==> src/mktr_pkg.sv <==
// Shared types and constants for the multi-key top-four ranker.
`default_nettype none

package mktr_pkg;

   localparam int NAME_W      = 64;
   localparam int NAME_BYTES  = 8;
   localparam int SCORE_IN_W  = 10;
   localparam int SUBJECTS    = 4;
   localparam int SCORE_W     = 12;
   localparam int KEY_COUNT   = 5;
   localparam int TOP_COUNT   = 4;
   localparam int SHOWN_NAMES = 4;
   localparam int CNT_W       = $clog2(TOP_COUNT + 1);
   localparam int KEY_W       = 3;
   localparam int VALID_W     = 3;
   localparam int WIDE_W      = CNT_W + VALID_W;

   localparam int IN_RAW_W    = NAME_W + SUBJECTS * SCORE_IN_W;
   localparam int IN_DATA_W   = ((IN_RAW_W + 7) / 8) * 8;
   localparam int OUT_RAW_W   = SHOWN_NAMES * NAME_W + VALID_W;
   localparam int OUT_DATA_W  = ((OUT_RAW_W + 7) / 8) * 8;

   // Only the top NAME_BYTES bytes of a name are significant.
   localparam logic [NAME_W-1:0] NAME_MASK = {NAME_W{1'b1}} << (NAME_W - 8 * NAME_BYTES);

   localparam logic [KEY_W-1:0] LAST_KEY = KEY_W'(KEY_COUNT - 1);

   typedef logic [NAME_W-1:0]                     name_type;
   typedef logic [SCORE_W-1:0]                    score_type;
   typedef logic [CNT_W-1:0]                      cnt_type;
   typedef logic [VALID_W-1:0]                    valid_type;
   typedef logic [KEY_W-1:0]                      key_type;
   typedef logic [SHOWN_NAMES-1:0][NAME_W-1:0]    shown_type;

   typedef struct packed {
      logic load;    // rank the record held in the input register
      logic clear;   // that record closes the batch: empty the list afterwards
   } list_ctl_type;

endpackage

`default_nettype wire

==> src/mktr_list.sv <==
// One key's ranked list: held entries plus the single-pass insert logic.
`default_nettype none

module mktr_list
   import mktr_pkg::*;
(
   input  wire logic         clock,
   input  wire logic         reset,
   input  wire list_ctl_type ctl,
   input  wire score_type    rec_score,
   input  wire name_type     rec_name,
   output shown_type         shown_name,
   output valid_type         shown_valid
);

   score_type held_score_ff [TOP_COUNT];
   name_type  held_name_ff  [TOP_COUNT];
   cnt_type   held_count_ff;

   score_type held_score_in [TOP_COUNT];
   name_type  held_name_in  [TOP_COUNT];
   cnt_type   held_count_in;
   cnt_type   count_ins;
   logic [TOP_COUNT-1:0] ahead;
   logic [WIDE_W-1:0]    count_wide;

   // An entry ranks ahead of the new record if it is occupied and has a higher
   // score, or the same score and a name that is not larger.
   always_comb begin
      for (int i = 0; i < TOP_COUNT; i++) begin
         ahead[i] = (CNT_W'(i) < held_count_ff) &&
                    ((held_score_ff[i] > rec_score) ||
                     ((held_score_ff[i] == rec_score) && (held_name_ff[i] <= rec_name)));
      end
   end

   always_comb begin
      if (ahead[0]) begin
         held_score_in[0] = held_score_ff[0];
         held_name_in[0]  = held_name_ff[0];
      end else begin
         held_score_in[0] = rec_score;
         held_name_in[0]  = rec_name;
      end
      for (int i = 1; i < TOP_COUNT; i++) begin
         if (ahead[i]) begin
            held_score_in[i] = held_score_ff[i];
            held_name_in[i]  = held_name_ff[i];
         end else if (ahead[i-1]) begin
            held_score_in[i] = rec_score;
            held_name_in[i]  = rec_name;
         end else begin
            held_score_in[i] = held_score_ff[i-1];
            held_name_in[i]  = held_name_ff[i-1];
         end
      end
   end

   always_comb begin
      if (held_count_ff < CNT_W'(TOP_COUNT)) begin
         count_ins = held_count_ff + CNT_W'(1);
      end else begin
         count_ins = held_count_ff;
      end
      held_count_in = ctl.clear ? '0 : count_ins;
   end

   always_ff @(posedge clock) begin
      if (reset) begin
         held_count_ff <= '0;
      end else if (ctl.load) begin
         held_count_ff <= held_count_in;
      end
   end

   always_ff @(posedge clock) begin
      if (ctl.load) begin
         for (int i = 0; i < TOP_COUNT; i++) begin
            held_score_ff[i] <= held_score_in[i];
            held_name_ff[i]  <= held_name_in[i];
         end
      end
   end

   // View of the list after this record, as the batch result shows it.
   assign count_wide  = WIDE_W'(count_ins);
   assign shown_valid = (count_wide > WIDE_W'(SHOWN_NAMES)) ? VALID_W'(SHOWN_NAMES)
                                                             : VALID_W'(count_wide);

   for (genvar j = 0; j < SHOWN_NAMES; j++) begin : g_shown
      if (j < TOP_COUNT) begin : g_place
         assign shown_name[j] = (WIDE_W'(j) < count_wide) ? held_name_in[j] : '0;
      end else begin : g_none
         assign shown_name[j] = '0;
      end
   end

   a_count_range : assert property (@(posedge clock) disable iff (reset)
      held_count_ff <= CNT_W'(TOP_COUNT))
      else $error("list holds more entries than it has places");

   a_clear_empties : assert property (@(posedge clock) disable iff (reset)
      (ctl.load && ctl.clear) |=> (held_count_ff == '0))
      else $error("list not emptied after the closing record");

endmodule

`default_nettype wire

==> config.mk <==
export PLATFORM = sky130hd
export DESIGN_NAME = mktr_list
export DESIGN_NICKNAME = d
export VERILOG_FILES = /design/src/mktr_pkg.sv /design/src/mktr_list.sv
export SDC_FILE = /design/constraint.sdc
export NUM_CORES = 1
export LEC_CHECK = 0
export BUFFER_PORTS_ARGS = -buffer_cell sky130_fd_sc_hd__buf_4
export CAP_MARGIN = 20
export CORE_AREA = 2 2 268 270
export CTS_CLUSTER_DIAMETER = 80
export DETAILED_ROUTE_END_ITERATION = 7
export DIE_AREA = 0 0 270 272
export PLACE_DENSITY = 0.58
export SYNTH_ARGS = -nofsm -noshare
export SYNTH_HDL_FRONTEND = slang
export SYNTH_SLANG_ARGS = --single-unit
export TNS_END_PERCENT = 30
==> constraint.sdc <==
create_clock -name clock -period 6.6 [get_ports clock]
set_input_delay 0.99 -clock clock [delete_from_list [all_inputs] [get_ports clock]]
set_output_delay 0.99 -clock clock [all_outputs]
set_load 0.03 [all_outputs]
==> metrics.cfg <==
[status]
status = completed

[clock_network]
cts-root-buf = clkbuf_16
cts_tree = done
hold_buffers = 0
post_cts_buffers = 0
cts_buffer_depth = 3
clock-sinks = 307
cts_made_buffers = 41
clk_pin_slew_ns = 0.06
clock_latency_ns = 0.58
cts_resized = 0
h-tree-depth = 2

[critical_path]
path_class = in2out
path_common_cell = buf_4
cp-end-kind = output pin
arrival_ns = 5.03
critPathLaunchType = primary input
slowest_stage = a221oi_1
cp_cell_sequence = buf_4 > inv_1 > ha_1 > a21oi_1 > o21ai_0 > a221oi_1 > o221ai_1 > nor4_1 > o21a_2 > buf_4 > a31oi_1 > a21oi_1 > buf_4
required_ns = 5.61
cp_slowest_stage_delay_ns = 0.62
critPathMaxFanout = 23
cp_top_family = compound AO/OA/AOI/OAI gates
crit_buf_inv = 4

[die]
core_area_um2 = 70800
die-area_um2 = 73400
rows = 98
die_w_um = 270
dieHeight_um = 272
ioPinCount = 339
start_util_pct = 34.6

[cells_and_area]
n_fill_cell = 6883
nNetsFinal = 3307
final_layout_size_suffix_gt1_share_pct = 17.9
area_delta_synth_final_pct = 20.8
final_area_um2 = 29600
fin_util_pct = 41.8

[power]
leakage_nw = 12.2
powerDensity_nw_per_um2 = 216
vdd_drop_max_mv = 0.149
power_mw = 6.38

[synth]
ys_async_sr_fraction_pct = 0
synth_simple_gate_area_share_pct = 11.0
yosysTopAreaCell = edfxtp_1
yosysSeqAreaShare_pct = 37.5
synth_top_flop_cell = edfxtp_1
synth_compound_area_share_pct = 27.7
syn_avg_cell_area_um2 = 9.14
synth_warnings = 0
syn_area_um2 = 24500
ys_ff_latch = 307
synthTopCellsByArea = edfxtp_1 (37%), ha_1 (16%), a21oi_1 (8.8%), o21ai_0 (4.7%), a211oi_1 (2.7%)
syn_nets = 3065
synth_most_common_cell = a21oi_1
synthCells = 2680
synth_mux_area_share_pct = 3.17
synthXorXnorAreaFrac_pct = 0
synth-edff-count = 304
synth_top_family_by_area = compound AO/OA/AOI/OAI gates
yosys.area.top_type_share_pct = 37.3
synth_fa_ha_area_share_pct = 15.6
synth_common_cells = a21oi_1 (432), ha_1 (305), edfxtp_1 (304)
ys_types = 58

[drt]
drt_pass1_iterations = 6
routedWlPerCell_um = 24.4
drtAntennaViolNets = 0
drt_wl_total_um = 95300
initialDrtViolationCount = 2385
vias = 23897
vias_per_cell = 6.12
route.detailed.drc = 0

[place]
place.gp.congestion = 0.905
pre_cts_slack_ns = 0.557
dp_hpwl_um = 68600
place_area_um2 = 28100
numPortBuffers = 338

[sta]
fin_skew_ns = 0.0178
post-route-period-util_pct = 91.1
setup_viol = 0
slew_violations = 0
slew_headroom_pct = 39.0
fmax_ghz = 0.166
finalSetupTns_ns = 0
period_minus_slack_ns = 6.02
fin_ws_ns = 0.585
tightest_slew_ns = 0.915
rsz0062_at_grt = false
hold_viol = 0

[grt]
grt_pass1_vias = 22995
grt_use_total_pct = 25.0
antenna_found_initial = 1
grt-ovfl-total = 0
grt_max_degree = 130
grt_first_pass_wirelength_um = 144000

[hold_path]
hold_class = reg2reg

[run]
max-cap-violations = 0

per-stage QoR:
stage	hold slack [ns]	cells
final	0.575	3905
after global routing	0.588	3905
after CTS	0.565	3904
after detailed placement	0.563	3829
after global placement	0.554	3828
after floorplan	0.526	2680
power by group:
part	switching (mW)	internal, mW	total (mW)
clock network	0.946	1.54	2.49
registers	0.138	2.34	2.48
logic	0.910	0.502	1.41
total	1.99	4.38	6.38
state kept, by name (all words and copies together) (netlist names):
name	flops
held_count_ff	3
held_name_ff	256
held_score_ff	48
area by class of cell:
type,instances,area (um2),share of cell area (%)
diodes,1,2.50,0.00846
clock buffers,50,1100,3.73
clock inverters,25,357,1.21
inverters,92,345,1.17
multi-input cells,2085,14200,48.1
flip-flops and latches,307,9190,31.1
well taps,950,1190,4.02
repair buffers,395,3180,10.7
worst paths after layout:
check | start | endpoint | slack, ns | depth (start not counted)
min reg2reg | held_score_ff[0][7] | held_score_ff[1][7] | 0.57 | 1
max reg2reg | held_name_ff[1][62] | held_score_ff[1][5] | 2.14 | 11
max | rec_name[35] | shown_name[181] | 0.58 | 13
min | held_score_ff[0][7] | held_score_ff[1][7] | 0.57 | 1
routing by layer:
layer | part of all wire (%) | global-route usage [%] | up-vias
met3 | 6.7 | 3.33 | 198
met4 | 4.3 | 10.1 | 0
met1 | 42 | 33.2 | 11681
li1 | - | - | 10926
met5 | 0 | 0 | -
met2 | 47 | 41.2 | 1092
kinds of logic after synthesis:
kind of cell	after synthesis
compound gates	1121
simple gates	583
flops	307
fa+ha+maj	305
buf+inv	288
mux	76
placed cells by master, fill, tap and decap left out, types with 9 or more instances in the layout:
cell type,instances
a32oi_1,65
nor2_1,157
mux2i_1,64
a221oi_1,13
o21ai_0,227
nor3_1,72
nand2_1,149
o21ai_1,108
ha_1,305
nand3_1,97
a21o_1,30
a211oi_1,87
a31oi_1,67
inv_1,92
clkbuf_16,43
buf_4,377
a21oi_1,432
edfxtp_1,304
a211oi_2,50
bufinv_16,9
nand4_1,57
nor4_1,11
buf_12,16
No activity file was read; power rests on OpenSTA's default activity.
