## src/mktr_pkg.sv

```systemverilog
// Shared types and constants for the multi-key top-four ranker.
`default_nettype none

package mktr_pkg;

   localparam int NAME_W      = 64;
   localparam int NAME_BYTES  = 8;
   localparam int SCORE_IN_W  = 10;
   localparam int SUBJECTS    = 4;
   localparam int SCORE_W     = 12;
   localparam int KEY_COUNT   = 5;
   localparam int TOP_COUNT   = 4;
   localparam int SHOWN_NAMES = 4;
   localparam int CNT_W       = $clog2(TOP_COUNT + 1);
   localparam int KEY_W       = 3;
   localparam int VALID_W     = 3;
   localparam int WIDE_W      = CNT_W + VALID_W;

   localparam int IN_RAW_W    = NAME_W + SUBJECTS * SCORE_IN_W;
   localparam int IN_DATA_W   = ((IN_RAW_W + 7) / 8) * 8;
   localparam int OUT_RAW_W   = SHOWN_NAMES * NAME_W + VALID_W;
   localparam int OUT_DATA_W  = ((OUT_RAW_W + 7) / 8) * 8;

   // Only the top NAME_BYTES bytes of a name are significant.
   localparam logic [NAME_W-1:0] NAME_MASK = {NAME_W{1'b1}} << (NAME_W - 8 * NAME_BYTES);

   localparam logic [KEY_W-1:0] LAST_KEY = KEY_W'(KEY_COUNT - 1);

   typedef logic [NAME_W-1:0]                     name_type;
   typedef logic [SCORE_W-1:0]                    score_type;
   typedef logic [CNT_W-1:0]                      cnt_type;
   typedef logic [VALID_W-1:0]                    valid_type;
   typedef logic [KEY_W-1:0]                      key_type;
   typedef logic [SHOWN_NAMES-1:0][NAME_W-1:0]    shown_type;

   typedef struct packed {
      logic load;    // rank the record held in the input register
      logic clear;   // that record closes the batch: empty the list afterwards
   } list_ctl_type;

endpackage

`default_nettype wire

```

## src/mktr_drain.sv

```systemverilog
// Batch result buffer: holds the five key results and sends them one per beat.
`default_nettype none

module mktr_drain
   import mktr_pkg::*;
(
   input  wire logic                        clock,
   input  wire logic                        reset,
   input  wire logic                        load,
   input  wire shown_type [KEY_COUNT-1:0]   key_names,
   input  wire valid_type [KEY_COUNT-1:0]   key_valid,
   output logic                             free,
   output logic                             rsp_tvalid,
   input  wire logic                        rsp_tready,
   output logic [OUT_DATA_W-1:0]            rsp_tdata,
   output logic [KEY_W-1:0]                 rsp_tuser,
   output logic                             rsp_tlast
);

   logic      busy_ff, busy_in;
   key_type   idx_ff, idx_in;
   shown_type snap_name_ff  [KEY_COUNT];
   valid_type snap_valid_ff [KEY_COUNT];
   logic      step, finish;

   assign step   = busy_ff && rsp_tready;
   assign finish = step && (idx_ff == LAST_KEY);
   assign free   = !busy_ff || finish;

   always_comb begin
      if (load) begin
         busy_in = 1'b1;
         idx_in  = '0;
      end else if (finish) begin
         busy_in = 1'b0;
         idx_in  = idx_ff;
      end else if (step) begin
         busy_in = busy_ff;
         idx_in  = idx_ff + KEY_W'(1);
      end else begin
         busy_in = busy_ff;
         idx_in  = idx_ff;
      end
   end

   always_ff @(posedge clock) begin
      if (reset) begin
         busy_ff <= 1'b0;
         idx_ff  <= '0;
      end else begin
         busy_ff <= busy_in;
         idx_ff  <= idx_in;
      end
   end

   always_ff @(posedge clock) begin
      if (load) begin
         for (int k = 0; k < KEY_COUNT; k++) begin
            snap_name_ff[k]  <= key_names[k];
            snap_valid_ff[k] <= key_valid[k];
         end
      end
   end

   assign rsp_tvalid = busy_ff;
   assign rsp_tuser  = idx_ff;
   assign rsp_tlast  = (idx_ff == LAST_KEY);
   assign rsp_tdata  = OUT_DATA_W'({snap_valid_ff[idx_ff], snap_name_ff[idx_ff]});

   a_load_when_free : assert property (@(posedge clock) disable iff (reset)
      load |-> (!busy_ff || finish))
      else $error("new batch loaded over results not yet sent");

   a_idx_range : assert property (@(posedge clock) disable iff (reset)
      busy_ff |-> (idx_ff <= LAST_KEY))
      else $error("result index past the last key");

   a_valid_range : assert property (@(posedge clock) disable iff (reset)
      busy_ff |-> (snap_valid_ff[idx_ff] <= VALID_W'(SHOWN_NAMES)))
      else $error("name count above the shown places");

endmodule

`default_nettype wire

```

## config.mk

```make
export PLATFORM = sky130hd
export DESIGN_NAME = mktr_drain
export DESIGN_NICKNAME = d
export VERILOG_FILES = /design/src/mktr_pkg.sv /design/src/mktr_drain.sv
export SDC_FILE = /design/constraint.sdc
export NUM_CORES = 1
export LEC_CHECK = 0
export ABC_CLOCK_PERIOD_IN_PS = 1300
export BUFFER_PORTS_ARGS = -buffer_cell sky130_fd_sc_hd__buf_2
export CORE_AREA = 2 2 614 616
export CTS_CLUSTER_DIAMETER = 30
export DETAILED_ROUTE_END_ITERATION = 10
export DIE_AREA = 0 0 616 618
export HOLD_SLACK_MARGIN = 0.08
export SETUP_SLACK_MARGIN = 0.2
export SLEW_MARGIN = 15
export SYNTH_ARGS = -nofsm -noshare
export SYNTH_HDL_FRONTEND = slang
export SYNTH_SLANG_ARGS = --single-unit
```

## constraint.sdc

```tcl
create_clock -name clock -period 1.3 [get_ports clock]
set_input_delay 0.195 -clock clock [delete_from_list [all_inputs] [get_ports clock]]
set_output_delay 0.195 -clock clock [all_outputs]
set_load 0.02 [all_outputs]
```

==> impl_results.md, run 1 <==
- Status: did not finish
- Exit stage: 4_1_cts
- First error: [ERROR RSZ-0060] Max buffer count reached.
- Synth Warn #: 0
- DP HPWL: 280 mm
- Leading post-synthesis cells by cell area: edfxtp_1 (78%), mux2i_1 (5.2%), a221oi_1 (3.6%), a211oi_1 (3.6%), nor2b_1 (3.2%)
- # rows: 225
- Initial Utilization: 13.4%
- # IOs: 1,569
- Sequential area share after synthesis: 77.8%
- H-tree depth: 5
- Area leader, netlist: edfxtp_1
- Flops & latches, synth: 1,302
- Post-cts sizing count: 602
- # port buffers: 1,563
- Post-Place Setup Slack: -1.45 ns
- Clk root buf: clkbuf_16
- Cts bufs inserted: 336
- GP Congestion: 0.935
- Synth top area share: 77.6%
- Die Y: 618 µm
- CTS Hold Bufs: 2,088
- Postcts setup bufs: roughly 100
- CTS Buffer Depth: 4
- Total clock sinks: 1,302
- Mapped Cells: 2,804
- Unique masters post-synth: 28
- Chip width: between 600 and 700 µm
- Synthesized area: 50,100 µm²
- Avg Synthesized Cell Area: 17.9 µm²
## cell families after synthesis
kind of cell	Yosys count	share of synthesized area [%]
compound gates	528	9.34
simple gates	271	3.37
buf+inv	441	4.23
mux	259	5.17
flops	1302	77.8
fa+ha+maj	2	0.0499
other cells	1	0.00748
## Yosys cell counts
library cell and number:
inv_1 263, a211oi_2 18, nand3_1 3, or3_1 1, conb_1 1, ha_1 2
o31ai_1 1, buf_4 37, mux2i_1 259, nand2_1 3, a21oi_1 7, o21ai_0 2
nor2b_1 259, a221oi_2 52, buf_2 30, a211oi_1 241, buf_8 1, buf_1 4
a221oi_1 207, buf_6 37, nand2b_4 1, clkbuf_1 69, nor2_1 1, or2_2 1
edfxtp_1 1295, and2_1 1, nor2_2 1, dfxtp_1 7
## stage by stage
stage / std cells / TNS (ns) / area, µm²
detailed placement: 9687 / -334.68 / 72400
global placement: 9687 / -317.54 / 72400
floorplan: 2808 / -54.47 / 52500
==> run 2: changes to the inputs <==
==> config.mk (replaced) <==
export PLATFORM = sky130hd
export DESIGN_NAME = mktr_drain
export DESIGN_NICKNAME = d
export VERILOG_FILES = /design/src/mktr_pkg.sv /design/src/mktr_drain.sv
export SDC_FILE = /design/constraint.sdc
export NUM_CORES = 1
export LEC_CHECK = 0
export ABC_CLOCK_PERIOD_IN_PS = 1700
export BUFFER_PORTS_ARGS = -buffer_cell sky130_fd_sc_hd__buf_2
export CORE_AREA = 2 2 618 620
export DETAILED_ROUTE_END_ITERATION = 10
export DIE_AREA = 0 0 620 622
export PLACE_DENSITY_LB_ADDON = 0.15
export SLEW_MARGIN = 15
export SYNTH_ARGS = -nofsm -noshare
export SYNTH_HDL_FRONTEND = slang
export SYNTH_SLANG_ARGS = --single-unit
==> constraint.sdc (replaced) <==
create_clock -name clock -period 1.7 [get_ports clock]
set_input_delay 0.255 -clock clock [delete_from_list [all_inputs] [get_ports clock]]
set_output_delay 0.255 -clock clock [all_outputs]
set_load 0.02 [all_outputs]
==> impl_results.md, run 2 <==
- Most frequent cells in the layout: buf_2 (1,377), dlygate4sd3_1 (1,327), edfxtp_1 (1,295), buf_4 (408), inv_1 (263)
- Hold WS: 0.115 ns
- Leakage: 36.0 nW
- Worst rel slew slack: 54.4%
- Synth Warn #: 0
- Worst Skew: 0.0328 ns
- Status: finished with violations
- Die area: around 390,000 µm²
- Top_reg_cell synth: edfxtp_1
- Vias per inst: 3.47
- Highest clock rate: around 320 MHz
- Placed cell count: around 9,600
- Cell internal pwr: 65.0 mW
- Die Y: 622 µm
- CTS Buffer Depth: 4
- Iteration-0 DRC Markers: around 2,400
- Unique masters post-synth: 28
- Post-Place Setup Slack: -1.11 ns
- Max VDD drop: 0.830 mV
- Area of the core: 378,000 µm²
- CTS tree: done
- Synthesized area: 50,100 µm²
- Combinational Power Share: between 10% and 20%
- Met3 routed WL: 14.7 mm
- Final setup TNS: -315.32 ns
- Clock Power Share: between 40 and 50%
- Hold Vio Cnt, Final: 0
- Flops & latches, synth: 1,302
- Final Non-Filler Cells: 11,500
- Largest Register: snap_name_ff
- Number of global-route vias before repair: 42,900
- Switching power total: 22.6 mW
- Final wirelength: 294 mm
- Clk slew on worst S/H paths: 0.05 ns
- Max-slew violations: 0
- Total clock sinks: roughly 1,300
- RSZ-0062 raised after global routing: yes
- Sw Share: 25.8%
- Required time of the worst setup path: 1.44 ns
- DRT Pass-1 Iters: 5
- Commonest cells in the synthesized netlist: edfxtp_1 (1,295), inv_1 (263), mux2i_1 (259), nor2b_1 (259), a211oi_1 (241)
- Setup WS post-layout: -1.41 ns
- Largest register FFs: roughly 1,300
- H-tree depth: 4
- Area leader, netlist: edfxtp_1
- Power Total: 87.6 mW
- HP Class: input port to flop
- Initial antenna violation count: 91
- Async SR Flop Fraction: 0%
- Most common cell after layout, fill and taps aside: buf_2
- Failing checks: setup timing
- Skew-Pair Late Insertion Delay: roughly 0.85 ns
- # port buffers: 1,563
- GP Congestion: ~0.85
- DRC viols: 0
- Post-synth EDFFs: around 1,300
- Placed inst area: 69,200 µm²
- Final worst-path cycle share: 183%
- Chip width: between 600 and 700 µm
- Cts bufs inserted: 174
- Sequential power share: 44.8%
- Cells along the critical path: buf_12 -> buf_16 -> bufbuf_16 -> nor2b_2 -> a211oi_1 -> a221oi_2 -> buf_4
- Initial Utilization: 13.3%
- Gr usage total: 14.4%
- Top Layer Used: met5
- Largest stage delay on the critical path: 0.44 ns
- Grt total ovfl: 0
- Vias after detailed routing: 39,900
- Slowest CP cell: a221oi_2
- Clk root buf: clkbuf_16
- Wire per inst: 25.5 µm
- Most frequent cell after synthesis: edfxtp_1
- Sequential area share after synthesis: 77.8%
- Setup CP Type: flop to output pin
- Critical Path Start Type: flop
- Synth top area share: 77.6%
- Min Tclk post-route: 3.11 ns
- DP HPWL: 223 mm
- Post-route cell area: 94,900 µm²
- Crit path capture type: output pin
- Fin util: 25.1%
- Met2 routed WL: 148 mm
- Layout Nets: 7,615
- Mapped Cells: 2,804
- Max-cap violations: 0
- Slew at the pin closest to its max-slew limit: 0.684 ns
- Endpoints failing setup: 262
- # IOs: 1,569
- Post-DRT Antenna Nets: 0
- Leading post-synthesis cells by cell area: edfxtp_1 (78%), mux2i_1 (5.2%), a221oi_1 (3.6%), a211oi_1 (3.6%), nor2b_1 (3.2%)
- Avg Synthesized Cell Area: 17.9 µm²
- Pin count of the biggest net entering global routing: between 70 and 80
- Worst Path Arrival: 2.85 ns
- Global-route wire length before repair: 379 mm
- Ratio of cells with drive above 1 in the final layout: approximately 46%
- Wl on met1: 124 mm
- Pwr Density: 923 nW/µm²
- # rows: roughly 230
- Area Overhead vs Synth: 89.2%
- CP Max Fanout: 17
==> run 2: power by group through the flow <==
stage / Clock (mW) / Sequential [mW] / Combinational [mW]
floorplan: 0 / 39.2 / 2.75
global placement: 0 / 39.7 / 8.47
finish: 36.0 / 39.2 / 12.4
global route: 38.5 / 39.4 / 13.2
CTS: 37.5 / 39.1 / 12.1
detailed placement: 0 / 39.7 / 8.47
==> run 2: cells by family (layout without fill, tap and decap cells) <==
group                    count (synthesis)  count (layout)  synth area share (%)
AO/OA/AOI/OAI                          528             528                  9.34
adder cells (fa/ha/maj)                  2               2                0.0499
buffers and inverters                  441            4079                  4.23
flip-flops                            1302            1302                  77.8
multiplexers                           259             259                  5.17
other                                    1              46               0.00748
AND/OR/NAND/NOR                        271             271                  3.37
==> run 2: repair_timing <==
item                                     CTS  global route
hold buffers                            1327             0
buffers inserted                          89            96
cloned                                    24            20
resized for setup                        420           598
endpoints found under the setup margin   265           266
hold endpoints to repair                1364             0
pin swaps                                 62            98
==> run 2: path summary, 6_finish.rpt <==
kind,startpoint,end,slack [ns],depth (start not counted)
worst max-delay path,flop,rsp_tdata[18],-1.41,7
worst min-delay path,key_names[509],snap_name_ff[1][253],0.12,2
worst max register to register,rsp_tuser[0],flop,0.11,5
worst min register to register,rsp_tuser[2],rsp_tuser[2],0.54,2
==> run 2: metal layers <==
metal  track usage [%]  vias up
li1                  -    18100
met1              17.9    20000
met2              25.5     1329
met3              2.59      359
met4              3.63       28
met5                 0        -
==> run 2: layout make-up <==
class / count / area [µm²]
Antenna cell: 41 / 103
Clock buffer: 213 / 4540
Clock inverter: 95 / 863
Fill cell: 39800 / 283000
Inverter: 263 / 987
Multi-Input combinational cell: 1065 / 13000
Sequential cell: 1302 / 39000
Tap cell: 5016 / 6280
Timing Repair Buffer: 3508 / 30000
==> run 2: critical path: cells and delay by family (launching register included) <==
kind / cells / cell delay (ns)
AO/OA/AOI/OAI: 2 / 0.50
AND/OR/NAND/NOR: 1 / 0.13
flip-flops: 1 / 0.37
buffers and inverters: 4 / 0.93
Power figures use the tool's default switching activity.
